### src/rtl/lpcq_pkg.sv
// ----------------------------------------------------------------------------
// lpcq_pkg: shared types and constants of the lidar point curvature qualifier
// Point, result, configuration and per-evaluation control types, register
// indexes and reset values.
// ----------------------------------------------------------------------------
package lpcq_pkg;

    localparam int COORD_W    = 24;
    localparam int THR_W      = 48;
    localparam int CFG_IDX_W  = 3;
    localparam int JUMP_STEPS = 4;

    typedef enum logic [CFG_IDX_W-1:0] {
        REG_MAX_RANGE_SQ  = 3'd0,
        REG_MIN_RANGE_SQ  = 3'd1,
        REG_Z_LOW         = 3'd2,
        REG_Z_HIGH        = 3'd3,
        REG_JUMP_LIMIT_SQ = 3'd4,
        REG_EDGE_THRESH   = 3'd5,
        REG_FLAT_THRESH   = 3'd6
    } cfg_idx_t;

    localparam logic [THR_W-1:0]          RST_MAX_RANGE_SQ  = 48'd822083584;
    localparam logic [THR_W-1:0]          RST_MIN_RANGE_SQ  = 48'd1;
    localparam logic signed [COORD_W-1:0] RST_Z_LOW         = -24'sd123;
    localparam logic signed [COORD_W-1:0] RST_Z_HIGH        = 24'sd1229;
    localparam logic [THR_W-1:0]          RST_JUMP_LIMIT_SQ = 48'd838861;
    localparam logic [THR_W-1:0]          RST_EDGE_THRESH   = 48'd8388608;
    localparam logic [THR_W-1:0]          RST_FLAT_THRESH   = 48'd1677722;

    typedef struct packed {
        logic signed [COORD_W-1:0] pos_x;
        logic signed [COORD_W-1:0] pos_y;
        logic signed [COORD_W-1:0] pos_z;
        logic                      frame_end;
    } pt_t;

    typedef struct packed {
        logic signed [COORD_W-1:0] out_x;
        logic signed [COORD_W-1:0] out_y;
        logic signed [COORD_W-1:0] out_z;
        logic [THR_W-1:0]          curvature;
        logic                      range_reject;
        logic                      usable;
        logic                      edge_candidate;
        logic                      flat_candidate;
        logic                      last_of_frame;
    } res_t;

    typedef struct packed {
        logic signed [COORD_W-1:0] x;
        logic signed [COORD_W-1:0] y;
        logic signed [COORD_W-1:0] z;
    } point_t;

    typedef struct packed {
        logic emit;
        logic curv_ok;
        logic jump_ok;
        logic last;
    } meta_t;

    typedef struct packed {
        logic [THR_W-1:0]          max_range_sq;
        logic [THR_W-1:0]          min_range_sq;
        logic signed [COORD_W-1:0] z_low;
        logic signed [COORD_W-1:0] z_high;
        logic [THR_W-1:0]          jump_limit_sq;
        logic [THR_W-1:0]          edge_threshold;
        logic [THR_W-1:0]          flat_threshold;
    } cfg_t;

endpackage

### src/rtl/lpcq_cell.sv
// ----------------------------------------------------------------------------
// lpcq_cell: one point of the scan window
// Holds a point and takes its neighbor's point on every window shift.
// ----------------------------------------------------------------------------
module lpcq_cell (
    input  logic            clk,
    input  logic            shift,
    input  lpcq_pkg::point_t d,
    output lpcq_pkg::point_t q
);
    import lpcq_pkg::*;

    point_t q_reg;

    always_ff @(posedge clk)
    begin
        if (shift)
        begin
            q_reg <= d;
        end
    end

    assign q = q_reg;

endmodule

### config.mk
export PLATFORM = sky130hd
export DESIGN_NAME = lpcq_cell
export DESIGN_NICKNAME = d
export VERILOG_FILES = /design/src/rtl/lpcq_pkg.sv /design/src/rtl/lpcq_cell.sv
export SDC_FILE = /design/constraint.sdc
export NUM_CORES = 1
export LEC_CHECK = 0
export BUFFER_PORTS_ARGS = -buffer_cell sky130_fd_sc_hd__buf_2
export CAP_MARGIN = 20
export CORE_MARGIN = 2
export CORE_UTILIZATION = 32
export DETAILED_ROUTE_END_ITERATION = 10
export PLACE_DENSITY_LB_ADDON = 0.25
export SLEW_MARGIN = 20
export SYNTH_ARGS = -nofsm -noshare
export SYNTH_HDL_FRONTEND = slang
export SYNTH_SLANG_ARGS = --single-unit
### constraint.sdc
create_clock -name clk -period 0.8 [get_ports clk]
set_clock_uncertainty 0.15 [all_clocks]
set_input_delay 0.04 -clock clk [delete_from_list [all_inputs] [get_ports clk]]
set_output_delay 0.04 -clock clk [all_outputs]
set_load 0.01 [all_outputs]
==> results of run 1 <==
metal layers:
| layer | up-vias | share of wire [%] | GRT usage, % |
|---|---|---|---|
| met2 | 82 | 55 | 26.6 |
| met1 | 748 | 34 | 13.2 |
| met4 | 0 | 1.8 | 5.82 |
| met5 | - | 0 | 0 |
| met3 | 11 | 9.0 | 7.71 |
| li1 | 753 | - | - |
power groups by stage:
stage	Combinational, uW	Sequential, uW	Clock (uW)
global placement	722	4610	0
CTS	1000	4540	3080
floorplan	0	4810	0
finish	1010	4540	2980
detailed placement	730	4620	0
global route	1080	4570	3250
worst paths after layout:
kind | to | slack (ns) | depth (start not counted)
max | q[25] | -0.26 | 1
min | q[36] | 0.05 | 2
layout make-up:
class | instances | share of cell area, %
clock buffers | 9 | 3.11
clock inverters | 7 | 2.17
flip-flops and latches | 72 | 54.2
well taps | 77 | 2.42
repair buffers | 220 | 38.1
layout by cell type (no fill, tap or decap):
cell           synthesis  layout
buf_12                 0       3
buf_2                  0     143
buf_6                  0       2
bufinv_16              0       2
clkbuf_8               0       9
clkinv_1               0       3
clkinvlp_4             0       2
dlygate4sd3_1          0      72
edfxtp_1              72      72
per-stage QoR:
stage | setup TNS, ns | total power (uW) | hold WS, ns | std cells | setup slack (ns)
floorplan | 0 | 4810 | -0.0111 | 72 | 0.216
global placement | -4.97 | 5340 | 0.0660 | 297 | -0.0889
detailed placement | -5.46 | 5350 | 0.0681 | 297 | -0.0961
CTS | -18.40 | 8620 | 0.0310 | 385 | -0.282
global route | -20.70 | 8900 | 0.0259 | 385 | -0.330
finish | -16.45 | 8530 | 0.0508 | 385 | -0.264
cells by family (layout without fill, tap and decap cells):
family	after synthesis	count (layout)	share of synthesized area (%)
DFF	72	72	100
buffers and inverters	0	236	0
timing repair:
action / 4_1_cts / 5_1_grt
hold buffers: 72 / 0
endpoints found under the hold margin: 72 / 0
endpoints found under the setup margin: 72 / 72
resized for setup: 0 / 2
pin swaps: 0 / 0
==> metrics, run 1 <==
sequential share of the synthesized area=100%; crit share post-route=133%; Setup Fix Bufs, Post-CTS=0; final net count=377; NetSw=1760 uW; hpwl dp=3.30 mm; Main synth FF type=edfxtp_1; first-pass GRT wire length=7.84 mm; pin count of the biggest net entering global routing=29; most frequent cell after synthesis=edfxtp_1; largest stage delay on the critical path=0.39 ns; die area=7430 um2; Total GRT Usage=14.5%; Fill cells=510; I/O Buffers=145; clk sinks=72; max_cap viols=0; Worst Setup End Kind=output port; Max Fanout on Critical Path=1; GR Overflow Total=0; CTS Buf Count=9; Final Max Slew Viols=0; area share of the largest cell type after synthesis=100%; Crit Path Class=flip-flop to output port; Core Region=6460 um2; Sequential Area=2160 um2; Starting Density=33.5%; register bit count reported by yosys=72; vias after detailed routing=1594; outcome=complete, but fails checks; final core occ=61.7%; Remaining DRCs=0; Tightest Pin Transition=0.157 ns; max FFs per register=72; die height=86.2 um; Pre-antenna DRT Iters=4; share of cells above drive strength 1=52.3%; Post-Syn Area=2160 um2; Peak Freq=0.940 GHz; CTS tree=yes; Setup crit start=q[25]; Antenna diodes=0; Clock Path Buffers=2; antenna-violating nets left=0; average cell area after synthesis=30.0 um2; Startpoint Class=flip-flop; syn nets=146; type of the tightest min-delay check=input pin to flip-flop; Comb power frac=11.8%; register share of total power=53.2%; Worst-path clk slew=0.07 ns; sw frac=20.6%; clock power share=34.9%; Post-synth EDFFs=72; unrepaired setup endpoints after global routing=true; Syn-to-layout area delta=84.4%; Die Wd=86.2 um; maximum vdd drop=1.43 mV; Largest delay share family, worst path=flip-flops; wire per inst=13.7 um; Final min period=1.06 ns; P_leak=0.00171 uW; Final Hold Fails=0; Power Dens Cells=2140 nW/um2; Root Buffer=clkbuf_8; Cell variety after synth=1; hold path start=shift; Arr. time, crit path=0.87 ns; worst setup margin=-0.264 ns; largest cells by area after synthesis=edfxtp_1; Synth top cells by count=edfxtp_1; H-tree levels=3; multi-input logic area=0 um2; Int Pwr=6780 uW; number of global-route vias before repair=1711; Post-synth ARST share=0%; max_slew headroom=89.5%; IO Pins=146; routability congestion estimate=0.692; cell count after synthesis=72; Via density=4.14; Cell Chain, Critical Path=buf_2; failing checks=negative setup slack; cell accounting for the most synthesized area=edfxtp_1; #MultiIn Comb=0; routed wire length=5.29 mm; Placed Area=3040 um2; crit path buf inv count=1; First DRT Iteration DRCs=49; Yosys Warn Count=0; antenna violations before repair=0; Cell Rows=29; Required @ worst endpoint=0.61 ns; design area=3990 um2; setup violators final=72; slowest stage cell, crit path=edfxtp_1
Power figures use the tool's default switching activity.
==> inputs of run 2 (changes only) <==
--- a/config.mk
+++ b/config.mk
@@ -9,6 +9,8 @@
 export CAP_MARGIN = 20
 export CORE_MARGIN = 2
 export CORE_UTILIZATION = 32
+export CTS_BUF_LIST = sky130_fd_sc_hd__clkbuf_4
+export CTS_CLUSTER_DIAMETER = 150
 export DETAILED_ROUTE_END_ITERATION = 10
 export PLACE_DENSITY_LB_ADDON = 0.25
 export SLEW_MARGIN = 20
==> run 2 against run 1 <==
The run ends with negative hold slack, negative setup slack left. Highest routed layer unchanged. Setup slack got worse by 0.11 ns. Flip-flop and latch count did not move. Final cell count stayed put. Design area fell by 1.4%. Core utilization down 0.87 points. Largest power group unchanged.
==> metrics, run 2 (synthesis results as in run 1) <==
Cell Chain, Critical Path=buf_2; worst setup margin=-0.369 ns; Total GRT Usage=14.4%; Tightest Pin Transition=0.159 ns; crit path buf inv count=1; antenna-violating nets left=0; leading cell type in the layout, fill and taps excluded=buf_2; Fill cells=509; final net count=377; maximum vdd drop=1.36 mV; CTS Buf Count=9; Clock Path Buffers=2; Setup crit start=q[9]; Pre-antenna DRT Iters=4; max_cap viols=0; Startpoint Class=flip-flop; Arr. time, crit path=0.98 ns; routability congestion estimate=0.692; design area=3930 um2; Worst-path clk slew=0.11 ns; routed wire length=5.35 mm; Cell Rows=29; H-tree levels=3; Power Dens Cells=2030 nW/um2; failing checks=negative hold slack, negative setup slack; Syn-to-layout area delta=81.8%; die height=86.2 um; pin count of the biggest net entering global routing=29; Root Buffer=clkbuf_4; Remaining DRCs=0; CTS tree=yes; First DRT Iteration DRCs=35; hold path start=shift; antenna violations before repair=0; wire per inst=13.9 um; Largest delay share family, worst path=flip-flops; Peak Freq=0.855 GHz; share of cells above drive strength 1=52.3%; setup violators final=72; multi-input logic area=0 um2; hpwl dp=3.30 mm; clk sinks=72; number of global-route vias before repair=1716; Required @ worst endpoint=0.61 ns; commonest cells after routing, fill and taps aside=buf_2, dlygate4sd3_1, edfxtp_1; die area=7430 um2; Max Fanout on Critical Path=1; vias after detailed routing=1596; Via density=4.15; first-pass GRT wire length=7.77 mm; Sequential Area=2160 um2; Antenna diodes=0; slowest stage cell, crit path=edfxtp_1; type of the tightest min-delay check=input pin to flip-flop; #MultiIn Comb=0; unrepaired setup endpoints after global routing=true; DP Worst Slack=-0.0961 ns; Worst Setup End Kind=output port; P_leak=0.00168 uW; Placed Area=3040 um2; Hold WS=-0.0187 ns; Core Region=6460 um2; Post-CTS Hold Fix Bufs=72; max FFs per register=72; max_slew headroom=89.4%; Die Wd=86.2 um; largest stage delay on the critical path=0.42 ns; I/O Buffers=145; IO Pins=146; crit share post-route=146%; Final min period=1.17 ns; Final Max Slew Viols=0; GR Overflow Total=0; outcome=complete, but fails checks; Starting Density=33.5%; Final Hold Fails=43; Crit Path Class=flip-flop to output port
run 2: cell counts in the layout (fill, tap and decap cells not counted):
No cell type changed its count.
run 2: timing repair:
action | CTS | global route
endpoints found under the hold margin | 144 | 72
resized for setup | 0 | 2
buffers inserted | 0 | 0
endpoints found under the setup margin | 72 | 72
run 2: metrics by stage:
step / setup TNS [ns] / cells / total power, uW / util (%)
floorplan: 0 / 72 / 4810 / -
global placement: -4.97 / 297 / 5340 / 47.1
detailed placement: -5.46 / 297 / 5350 / 47.1
CTS: -24.70 / 385 / 8060 / 60.7
global route: -27.51 / 385 / 8330 / 60.9
finish: -21.90 / 385 / 7970 / 60.9
run 2: path summary, 6_finish.rpt:
path	endpoint	slack [ns]	depth (start not counted)
max	q[9]	-0.37	1
min	q[35]	-0.02	2
run 2: where the power goes:
part | leakage [uW] | internal (uW) | switching, uW
Clock | 0.0000747 | 1240 | 1180
Combinational | 0.000904 | 576 | 436
Sequential | 0.000705 | 4470 | 65.2
Total | 0.00168 | 6290 | 1680
run 2: cell type report:
class	count	area share [%]
clock buffers	9	1.72
clock inverters	7	2.20
flip-flops and latches	72	55.0
well taps	77	2.45
repair buffers	220	38.6
run 2: layer usage:
layer / vias to the layer above / global-route usage, % / routed length (um)
met5: - / 0 / 0
met4: 0 / 5.26 / 109
met3: 10 / 7.43 / 485
met2: 81 / 27.6 / 3030
met1: 749 / 12.6 / 1730
li1: 756 / - / -
